<file path="src/design/button_gesture_router_defines.svh">
// ----------------------------------------------------------------------------
// Button gesture router assertion macros
// Shared concurrent assertion forms, clocked on clk with synchronous reset.
// ----------------------------------------------------------------------------
`ifndef BUTTON_GESTURE_ROUTER_DEFINES_SVH
`define BUTTON_GESTURE_ROUTER_DEFINES_SVH

// Consequent must hold in the same cycle as the antecedent.
`define BGR_ASSERT_NOW(label, ante, cons, msg) \
  label: assert property (@(posedge clk) disable iff (!rst_n) (ante) |-> (cons)) \
    else $error(msg);

// Consequent must hold in the cycle after the antecedent.
`define BGR_ASSERT_NEXT(label, ante, cons, msg) \
  label: assert property (@(posedge clk) disable iff (!rst_n) (ante) |=> (cons)) \
    else $error(msg);

`endif

</file>
<file path="src/design/bgr_pkg.sv">
// ----------------------------------------------------------------------------
// Button gesture router package
// Types, codes and constants shared by the router modules.
// ----------------------------------------------------------------------------
package bgr_pkg;

  localparam logic [7:0] MOUSE_ONE_CODE = 8'd200;
  localparam logic [7:0] MOUSE_TWO_CODE = 8'd201;

  // Configuration register indexes.
  typedef enum logic [2:0] {
    CFG_ENABLE      = 3'd0,
    CFG_TOGGLE_BTN  = 3'd1,
    CFG_LP_BTN      = 3'd2,
    CFG_LP_TIME     = 3'd3,
    CFG_LAYER_TIME  = 3'd4,
    CFG_DC_BTN      = 3'd5,
    CFG_DC_TIME     = 3'd6
  } cfg_idx_t;

  // Result action codes.
  typedef enum logic [2:0] {
    ACT_PRESS       = 3'd0,
    ACT_RELEASE     = 3'd1,
    ACT_DOUBLECLICK = 3'd2,
    ACT_LAYER_CMD1  = 3'd3,
    ACT_LAYER_CMD2  = 3'd4,
    ACT_LAYER_OPEN  = 3'd5,
    ACT_MODE_TOGGLE = 3'd6,
    ACT_LAYER_CLOSE = 3'd7
  } action_t;

  typedef struct packed {
    logic        enable;
    logic [7:0]  toggle_button;
    logic [7:0]  longpress_button;
    logic [15:0] longpress_time;
    logic [15:0] layer_time;
    logic [7:0]  doubleclick_button;
    logic [15:0] doubleclick_time;
  } cfg_t;

  typedef struct packed {
    logic        kind;
    logic [7:0]  key_code;
    logic        pressed;
    logic [31:0] time_ms;
  } item_t;

  typedef struct packed {
    logic        mode;
    logic        press_pending;
    logic        button_held;
    logic [31:0] press_stamp;
    logic [31:0] click_stamp;
    logic        layer_on;
    logic [31:0] layer_deadline;
  } st_t;

  typedef struct packed {
    action_t     action;
    logic [7:0]  key;
    logic        walk_mode;
    logic        layer_active;
  } res_t;

endpackage

</file>
<file path="src/design/bgr_core.sv">
// ----------------------------------------------------------------------------
// Button gesture router decision logic
// Combinational step: one item and the current state give up to two results
// and the next state.
// ----------------------------------------------------------------------------
module bgr_core
  import bgr_pkg::*;
(
  input  cfg_t       cfg,
  input  st_t        st,
  input  item_t      item,
  output st_t        st_nxt,
  output logic [1:0] num_res,
  output res_t       res0,
  output res_t       res1
);

  function automatic res_t mk_res(action_t act, logic [7:0] key, logic md, logic lyr);
    res_t r;
    r.action       = act;
    r.key          = key;
    r.walk_mode    = md;
    r.layer_active = lyr;
    return r;
  endfunction

  logic        lp_sel, dc_sel, lp_fire, lyr_close, dc_hit;
  logic [31:0] press_age, click_age, dl_diff;
  action_t     pass_act;

  always_comb begin
    lp_sel    = (item.key_code == cfg.longpress_button) &&
                (cfg.longpress_button >= MOUSE_ONE_CODE);
    dc_sel    = (item.key_code == cfg.doubleclick_button) &&
                (cfg.doubleclick_button >= MOUSE_ONE_CODE);
    press_age = item.time_ms - st.press_stamp;
    click_age = item.time_ms - st.click_stamp;
    dl_diff   = item.time_ms - st.layer_deadline;
    lp_fire   = st.press_pending && st.button_held &&
                (cfg.longpress_button >= MOUSE_ONE_CODE) &&
                (press_age >= {16'd0, cfg.longpress_time});
    // A layer opened by this very tick has its deadline ahead, so it cannot close.
    lyr_close = !lp_fire && st.layer_on && (dl_diff != 32'd0) && !dl_diff[31];
    dc_hit    = (st.click_stamp != 32'd0) && (click_age <= {16'd0, cfg.doubleclick_time});
    pass_act  = item.pressed ? ACT_PRESS : ACT_RELEASE;
  end

  always_comb begin
    st_nxt  = st;
    num_res = 2'd0;
    res0    = mk_res(ACT_PRESS, 8'd0, st.mode, st.layer_on);
    res1    = res0;
    if (item.kind) begin
      if (cfg.enable) begin
        if (lp_fire) begin
          st_nxt.press_pending  = 1'b0;
          st_nxt.layer_on       = 1'b1;
          st_nxt.layer_deadline = item.time_ms + {16'd0, cfg.layer_time};
          num_res               = 2'd1;
          res0                  = mk_res(ACT_LAYER_OPEN, 8'd0, st.mode, 1'b1);
        end else if (lyr_close) begin
          st_nxt.layer_on = 1'b0;
          num_res         = 2'd1;
          res0            = mk_res(ACT_LAYER_CLOSE, 8'd0, st.mode, 1'b0);
        end
      end
    end else if (!cfg.enable) begin
      num_res = 2'd1;
      res0    = mk_res(pass_act, item.key_code, st.mode, st.layer_on);
    end else if (item.pressed && (item.key_code == cfg.toggle_button)) begin
      st_nxt.mode = ~st.mode;
      num_res     = 2'd1;
      res0        = mk_res(ACT_MODE_TOGGLE, 8'd0, ~st.mode, st.layer_on);
    end else if (st.layer_on) begin
      num_res = 2'd1;
      if (item.pressed && (item.key_code == MOUSE_ONE_CODE)) begin
        st_nxt.layer_on = 1'b0;
        res0            = mk_res(ACT_LAYER_CMD1, 8'd0, st.mode, 1'b0);
      end else if (item.pressed && (item.key_code == MOUSE_TWO_CODE)) begin
        st_nxt.layer_on = 1'b0;
        res0            = mk_res(ACT_LAYER_CMD2, 8'd0, st.mode, 1'b0);
      end else begin
        res0 = mk_res(pass_act, item.key_code, st.mode, 1'b1);
      end
    end else if (lp_sel || dc_sel) begin
      if (item.pressed) begin
        st_nxt.button_held = 1'b1;
        if (lp_sel) begin
          st_nxt.press_pending = 1'b1;
          st_nxt.press_stamp   = item.time_ms;
        end else if (dc_hit) begin
          st_nxt.click_stamp = 32'd0;
          num_res            = 2'd2;
          res0               = mk_res(ACT_DOUBLECLICK, 8'd0, st.mode, st.layer_on);
          res1               = mk_res(ACT_PRESS, item.key_code, st.mode, st.layer_on);
        end else begin
          st_nxt.click_stamp = item.time_ms;
          num_res            = 2'd1;
          res0               = mk_res(ACT_PRESS, item.key_code, st.mode, st.layer_on);
        end
      end else begin
        st_nxt.button_held = 1'b0;
        if (st.press_pending) begin
          st_nxt.press_pending = 1'b0;
          num_res              = 2'd2;
          res0                 = mk_res(ACT_PRESS, item.key_code, st.mode, st.layer_on);
          res1                 = mk_res(ACT_RELEASE, item.key_code, st.mode, st.layer_on);
        end else begin
          num_res = 2'd1;
          res0    = mk_res(ACT_RELEASE, item.key_code, st.mode, st.layer_on);
        end
      end
    end else begin
      num_res = 2'd1;
      res0    = mk_res(pass_act, item.key_code, st.mode, st.layer_on);
    end
  end

endmodule

</file>
<file path="src/design/bgr_outbuf.sv">
// ----------------------------------------------------------------------------
// Button gesture router result buffer
// Two-entry result register that hands results out one per transfer.
// ----------------------------------------------------------------------------
`include "button_gesture_router_defines.svh"

module bgr_outbuf
  import bgr_pkg::*;
(
  input  logic       clk,
  input  logic       rst_n,
  input  logic       load,
  input  logic [1:0] num_res,
  input  res_t       res0,
  input  res_t       res1,
  output logic       can_load,
  output logic       out_valid,
  input  logic       out_ready,
  output res_t       out_res,
  output logic       out_last
);

  res_t       ent0_r, ent1_r;
  logic [1:0] cnt_r, cnt_nxt;
  logic       pop;

  assign out_valid = (cnt_r != 2'd0);
  assign pop       = out_valid && out_ready;
  // The buffer takes a new batch once it is empty or its last entry leaves now.
  assign can_load  = (cnt_r == 2'd0) || ((cnt_r == 2'd1) && out_ready);
  assign out_res   = ent0_r;
  assign out_last  = (cnt_r == 2'd1);

  always_comb begin
    cnt_nxt = cnt_r;
    if (load) begin
      cnt_nxt = num_res;
    end else if (pop) begin
      cnt_nxt = cnt_r - 2'd1;
    end
  end

  always_ff @(posedge clk) begin
    if (!rst_n) begin
      cnt_r <= 2'd0;
    end else begin
      cnt_r <= cnt_nxt;
    end
  end

  always_ff @(posedge clk) begin
    if (load) begin
      ent0_r <= res0;
      ent1_r <= res1;
    end else if (pop) begin
      ent0_r <= ent1_r;
    end
  end

  `BGR_ASSERT_NEXT(a_load_two, load && (num_res == 2'd2), (cnt_r == 2'd2) && (ent0_r == $past(res0)) && (ent1_r == $past(res1)), "two-result batch not stored")
  `BGR_ASSERT_NEXT(a_shift, pop && !load && (cnt_r == 2'd2), (cnt_r == 2'd1) && (ent0_r == $past(ent1_r)), "second result not moved up")
  `BGR_ASSERT_NEXT(a_empty_batch, load && (num_res == 2'd0), cnt_r == 2'd0, "empty batch left results")
  `BGR_ASSERT_NOW(a_no_overrun, load, (cnt_r == 2'd0) || ((cnt_r == 2'd1) && pop), "batch loaded over undelivered results")

endmodule

</file>
<file path="src/design/button_gesture_router.sv">
// ----------------------------------------------------------------------------
// Button gesture router
// Turns button events and time ticks into key actions: mode toggle, long
// press layer, layer commands, double click and pass-through.
// ----------------------------------------------------------------------------
//  Channel   Direction  Handshake             Carries
//  in_*      input      in_valid / in_ready   one button event or time tick
//  out_*     output     out_valid / out_ready one action, out_last on the final one
//  cfg_*     input      cfg_write_en          register index and write data
//
//  An accepted item is held in the input register, then is decided in a
//  single pass that updates the gesture state and loads its zero to two
//  results into the result buffer. Items producing one result or none go at
//  one per cycle while out_ready is high; an item with two results occupies
//  the buffer for two output transfers, so the result port sets their rate.
//  Reset is synchronous and active low; there is no clearing pass.
//  A stalled out_ready backs up into the input register and then into in_ready.
// ----------------------------------------------------------------------------
module button_gesture_router
  import bgr_pkg::*;
(
  input  logic        clk,
  input  logic        rst_n,
  // Input channel
  input  logic        in_valid,
  output logic        in_ready,
  input  logic        in_kind,
  input  logic [7:0]  in_key_code,
  input  logic        in_pressed,
  input  logic [31:0] in_time_ms,
  // Result channel
  output logic        out_valid,
  input  logic        out_ready,
  output logic [2:0]  out_action,
  output logic [7:0]  out_key,
  output logic        out_walk_mode,
  output logic        out_layer_active,
  output logic        out_last,
  // Configuration port
  input  logic        cfg_write_en,
  input  logic [2:0]  cfg_index,
  input  logic [15:0] cfg_data
);

  cfg_t       cfg_r;
  st_t        st_r, st_nxt;
  item_t      item_r;
  logic       item_vld_r;
  logic       can_load, fire;
  logic [1:0] num_res;
  res_t       res0, res1, out_res;
  logic       en_flip;

  // The decision stage fires whenever a held item exists and the result
  // buffer has room; the input register refills in the same cycle.
  assign fire     = item_vld_r && can_load;
  assign in_ready = !item_vld_r || fire;

  always_ff @(posedge clk) begin
    if (!rst_n) begin
      item_vld_r <= 1'b0;
    end else if (in_ready) begin
      item_vld_r <= in_valid;
    end
  end

  // Payload captured on each input transfer.
  always_ff @(posedge clk) begin
    if (in_valid && in_ready) begin
      item_r.kind     <= in_kind;
      item_r.key_code <= in_key_code;
      item_r.pressed  <= in_pressed;
      item_r.time_ms  <= in_time_ms;
    end
  end

  // Configuration registers. A write that changes enable also wipes the
  // gesture state below (held button, press stamp and layer deadline survive).
  assign en_flip = cfg_write_en && (cfg_idx_t'(cfg_index) == CFG_ENABLE) &&
                   (cfg_data[0] != cfg_r.enable);

  always_ff @(posedge clk) begin
    if (!rst_n) begin
      cfg_r.enable             <= 1'b1;
      cfg_r.toggle_button      <= 8'd201;
      cfg_r.longpress_button   <= 8'd0;
      cfg_r.longpress_time     <= 16'd400;
      cfg_r.layer_time         <= 16'd3000;
      cfg_r.doubleclick_button <= 8'd0;
      cfg_r.doubleclick_time   <= 16'd350;
    end else if (cfg_write_en) begin
      unique case (cfg_idx_t'(cfg_index))
        CFG_ENABLE:     cfg_r.enable             <= cfg_data[0];
        CFG_TOGGLE_BTN: cfg_r.toggle_button      <= cfg_data[7:0];
        CFG_LP_BTN:     cfg_r.longpress_button   <= cfg_data[7:0];
        CFG_LP_TIME:    cfg_r.longpress_time     <= cfg_data;
        CFG_LAYER_TIME: cfg_r.layer_time         <= cfg_data;
        CFG_DC_BTN:     cfg_r.doubleclick_button <= cfg_data[7:0];
        CFG_DC_TIME:    cfg_r.doubleclick_time   <= cfg_data;
        default: ;
      endcase
    end
  end

  // Gesture state. Configuration writes must arrive only while the block is idle;
  // the block does not enforce this, and an enable wipe overrides a decision.
  always_ff @(posedge clk) begin
    if (!rst_n) begin
      st_r <= '0;
    end else if (en_flip) begin
      st_r.press_pending <= 1'b0;
      st_r.click_stamp   <= 32'd0;
      st_r.layer_on      <= 1'b0;
      st_r.mode          <= 1'b0;
    end else if (fire) begin
      st_r <= st_nxt;
    end
  end

  bgr_core u_core (
    .cfg     (cfg_r),
    .st      (st_r),
    .item    (item_r),
    .st_nxt  (st_nxt),
    .num_res (num_res),
    .res0    (res0),
    .res1    (res1)
  );

  bgr_outbuf u_outbuf (
    .clk       (clk),
    .rst_n     (rst_n),
    .load      (fire),
    .num_res   (num_res),
    .res0      (res0),
    .res1      (res1),
    .can_load  (can_load),
    .out_valid (out_valid),
    .out_ready (out_ready),
    .out_res   (out_res),
    .out_last  (out_last)
  );

  assign out_action       = out_res.action;
  assign out_key          = out_res.key;
  assign out_walk_mode    = out_res.walk_mode;
  assign out_layer_active = out_res.layer_active;

endmodule
</file>
<file path="config.mk">
export PLATFORM = sky130hd
export DESIGN_NAME = button_gesture_router
export DESIGN_NICKNAME = d
export VERILOG_FILES = /design/src/design/bgr_pkg.sv /design/src/design/bgr_core.sv /design/src/design/bgr_outbuf.sv /design/src/design/button_gesture_router.sv
export VERILOG_INCLUDE_DIRS = /design/src /design/src/design
export SDC_FILE = /design/constraint.sdc
export NUM_CORES = 1
export LEC_CHECK = 0
export BUFFER_PORTS_ARGS = -buffer_cell sky130_fd_sc_hd__buf_4
export CAP_MARGIN = 20
export CORE_UTILIZATION = 50
export CTS_BUF_LIST = sky130_fd_sc_hd__clkbuf_8
export DETAILED_ROUTE_END_ITERATION = 10
export PLACE_DENSITY = 0.7
export SLEW_MARGIN = 20
export SYNTH_ARGS = -nofsm -noshare
export SYNTH_HDL_FRONTEND = slang
export SYNTH_SLANG_ARGS = --single-unit
</file>
<file path="constraint.sdc">
create_clock -name clk -period 4.4 [get_ports clk]
set_input_delay 0.44 -clock clk [delete_from_list [all_inputs] [get_ports clk]]
set_output_delay 0.44 -clock clk [all_outputs]
set_load 0.02 [all_outputs]
</file>
==> impl_results.md <==
- Core Box Area: roughly 34000 um2
- First-pass GRT wire length: ~86 mm
- Clock sinks: between 200 and 250
- Total internal power: about 4500 uW
- Initial antenna violation count: 0
- Die width: 189 um
- Yosys top cell area share: 0.202
- Critical-path top delay cell: edfxtp_1
- Worst Setup Path Type: reg2reg
- 1st-iter DRT viols: approximately 1300
- MaxCap Viol Count: 0
- Dpl hpwl: 41.5 mm
- Final TNS setup: -8.81 ns
- Flop pwr share: 0.373
- IO buf count: between 80 and 90
- Final core utilization: 0.619
- Die area: approximately 36000 um2
- Worst Path Max Fanout: 8
- Ys flop type: dfxtp_1
- Die H: between 150 and 200 um
- Crit path DAT: approximately 5.0 ns
- Top post-synthesis cells by area: dfxtp_1 (20%), edfxtp_1 (11%), ha_1 (10%)
- Drt first pass iters: 5
- DP Worst Slack: -0.420 ns
- Asr flop ratio synth: 0
- DR vias: 17200
- Status: complete, but fails checks
- Mapped cell area: ~17000 um2
- Synth area leader: dfxtp_1
- Largest net degree at the start of global routing: 83
- Most used cell, CP: buf_4
- Clk Latency, worst-skew pair: roughly 0.60 ns
- CP endpoint kind: register
- Count of final max-slew check failures: 0
- TritonCTS Buffers: 43
- Vias in the first global route: about 16000
- Critical path buffers and inverters: 5
- Total track usage: 0.301
- H-tree levels: 2
- Synth Instances: 2201
- CP Launch Type: register
- WL per Instance: 18.8 um
- Final period util: 1.05
- Clk root buf: clkbuf_8
- Yosys reg bits: ~240
- Total grt overflow: 0
- CP required: between 4 and 5 ns
- WL final: about 55 mm
- Critical path's top delay family: compound AO/OA/AOI/OAI gates
- Worst Slack Setup Final: -0.228 ns
- Non-Filler Instances: around 3000
- Actual slew at the worst max-slew pin: just over 1 ns
- Min Tclk post-route: 4.63 ns
- Final Hold Vio Count: 0
- Top-count cell post-synth: nand2_1
- Antenna-violating nets left: 0
- Power Total: around 6700 uW
- Slew HR: 0.315
- Initial Util: 0.507
- Power Density: around 320 nW/um2
- Combinational Power Share: 0.286
- Max Clock Skew: approximately 0.029 ns
- Clock group share of total power: 0.341
- Layout cells sized above 1: 0.174
- Largest stage delay, worst path: 0.41 ns
- Sw power: 2210 uW
- Final number of setup-violating endpoints: 66
- Dpl cells: 2801
- N_diodes: 0
- Routed vias/inst: between 5 and 6
- Clock buffer depth: 3
- RSZ-0062 raised after global routing: true
- Hold Crit Class: in2reg
- Clock tree from TritonCTS: yes
- Syn-to-layout area delta: 22.0%
- Syn avg cell area: just under 8 um2
- Post-synth EDFFs: between 60 and 70
- Register area share after synthesis: 0.315
- Peak Freq: roughly 220 MHz
- Synth top cells by count: nand2_1 (343), a21oi_1 (214), dfxtp_1 (176)
- DRC viols: 0
- Crit-path cells: buf_4 > buf_4 > ha_1 > o21ai_2 > nor2_2 > o41a_1 > o211a_1 > nor2_2 > xnor2_1 > ha_1 > a21o_1 > a21o_1 > a211oi_2 > nor2_1 > a311oi_1 > buf_4 > nand3_2 > nor4_2 > nand4_1 > buf_6 > nor2_4 > buf_6 > o21ai_1
- Syn_nets: 2414
- FF-to-FF setup slack: -0.23 ns
- # nets final: around 2600
- Clock-pin slew on the worst setup and hold paths: around 0.06 ns
- Peak VDD IR: 0.364 mV
- Netlist cell types: 93
- P_leak: slightly above 0.008 uW
- Placer Congestion: between 0.9 and 1
- Row cnt: 68
- Failing checks: setup timing
- Synth warn: 0
- Sw Ratio: 0.329
- I/O Pins: 82
[path summary, 6_finish.rpt]
| kind | start | endpoint | cells past startpoint |
|---|---|---|---|
| min | in_time_ms[25] | item_r[25] | 1 |
| min reg2reg | cfg_r[46] | cfg_r[46] | 2 |
| max reg2reg | item_r[8] | u_outbuf.out_res[9] | 23 |
| max | item_r[8] | u_outbuf.out_res[9] | 23 |
[cell usage in the layout, fill, tap and decap left out, types with 11 or more instances in the layout]
| cell | instances |
|---|---|
| a211oi_1 | 16 |
| a21o_1 | 46 |
| a21oi_1 | 209 |
| a31oi_1 | 15 |
| and2_1 | 12 |
| and3_1 | 17 |
| buf_4 | 247 |
| buf_6 | 14 |
| clkbuf_8 | 47 |
| dfxtp_1 | 175 |
| dlygate4sd3_1 | 15 |
| edfxtp_1 | 66 |
| ha_1 | 130 |
| inv_1 | 164 |
| mux2i_1 | 68 |
| nand2_1 | 342 |
| nand2b_1 | 26 |
| nand3_1 | 96 |
| nand4_1 | 33 |
| nor2_1 | 136 |
| nor2b_1 | 18 |
| nor3_1 | 33 |
| nor4_1 | 20 |
| o211ai_1 | 26 |
| o21a_1 | 30 |
| o21ai_0 | 61 |
| o21ai_1 | 16 |
| o21ai_2 | 11 |
| o21bai_1 | 11 |
| or3_1 | 15 |
| xnor2_1 | 55 |
| xor2_1 | 47 |
[what timing repair did]
item | in CTS | in global routing
hold endpoints to repair | 15 | 0
buffers inserted | 15 | 13
gates cloned | 2 | 1
hold buffers | 15 | 0
pin swaps | 36 | 50
resized for setup | 70 | 47
setup endpoints to repair | 88 | 88
[worst reg2reg max path: stages (launching register included)]
cell,delay (ns)
edfxtp_1,0.41
buf_4,0.16
buf_4,0.16
ha_1,0.32
o21ai_2,0.08
nor2_2,0.06
o41a_1,0.39
o211a_1,0.25
nor2_2,0.16
xnor2_1,0.11
ha_1,0.32
a21o_1,0.19
a21o_1,0.16
a211oi_2,0.21
nor2_1,0.08
a311oi_1,0.25
buf_4,0.16
nand3_2,0.07
nor4_2,0.14
nand4_1,0.19
buf_6,0.20
nor2_4,0.08
buf_6,0.15
o21ai_1,0.08
[power by group through the flow]
stage | combinational (uW) | clock, uW | sequential [uW]
after detailed placement | 1780 | 0 | 2550
after floorplan | 1120 | 0 | 2550
after global placement | 1750 | 0 | 2550
after global routing | 2080 | 2430 | 2520
after CTS | 1850 | 2310 | 2510
final | 1920 | 2290 | 2510
[cells by family (layout without fill, tap and decap cells)]
family	after synthesis	count (layout)	synth area share
simple gates	830	830	0.225
compound gates	559	559	0.205
buf+inv	249	513	0.0556
flops	242	242	0.315
fa+ha+maj	147	147	0.107
xor+xnor	103	103	0.0516
mux	71	71	0.0409
[metrics by stage]
step / hold WS [ns] / area (um2)
after floorplan: 0.403 / 17500
after global routing: 0.00116 / 21300
after global placement: 0.442 / 19500
after detailed placement: 0.448 / 19500
final: 0.0262 / 21300
after CTS: 0.000245 / 21000
[layout make-up]
type / count / area [um2]
fill: 3004 / 13100
multi-input combinational: 1710 / 11500
sequential: 242 / 5510
timing repair buffer: 280 / 2260
clock buffer: 47 / 647
inverter: 156 / 588
tap: 455 / 569
clock inverter: 30 / 272
[registers in the layout, indices dropped and copies added (netlist names)]
register          count
st_r                100
u_outbuf.cnt_r        2
u_outbuf.ent1_r      11
u_outbuf.out_res     13
item_r               42
cfg_r                73
item_vld_r            1
[metal layers]
metal  GRT usage  vias to the layer above  part of all wire
li1            -                     8345                 -
met1       0.410                     8195              0.45
met2       0.495                      625              0.46
met3      0.0471                       79             0.073
met4      0.0782                        0             0.022
met5           0                        -                 0
Note: power is estimated with default switching activity, not from simulation.
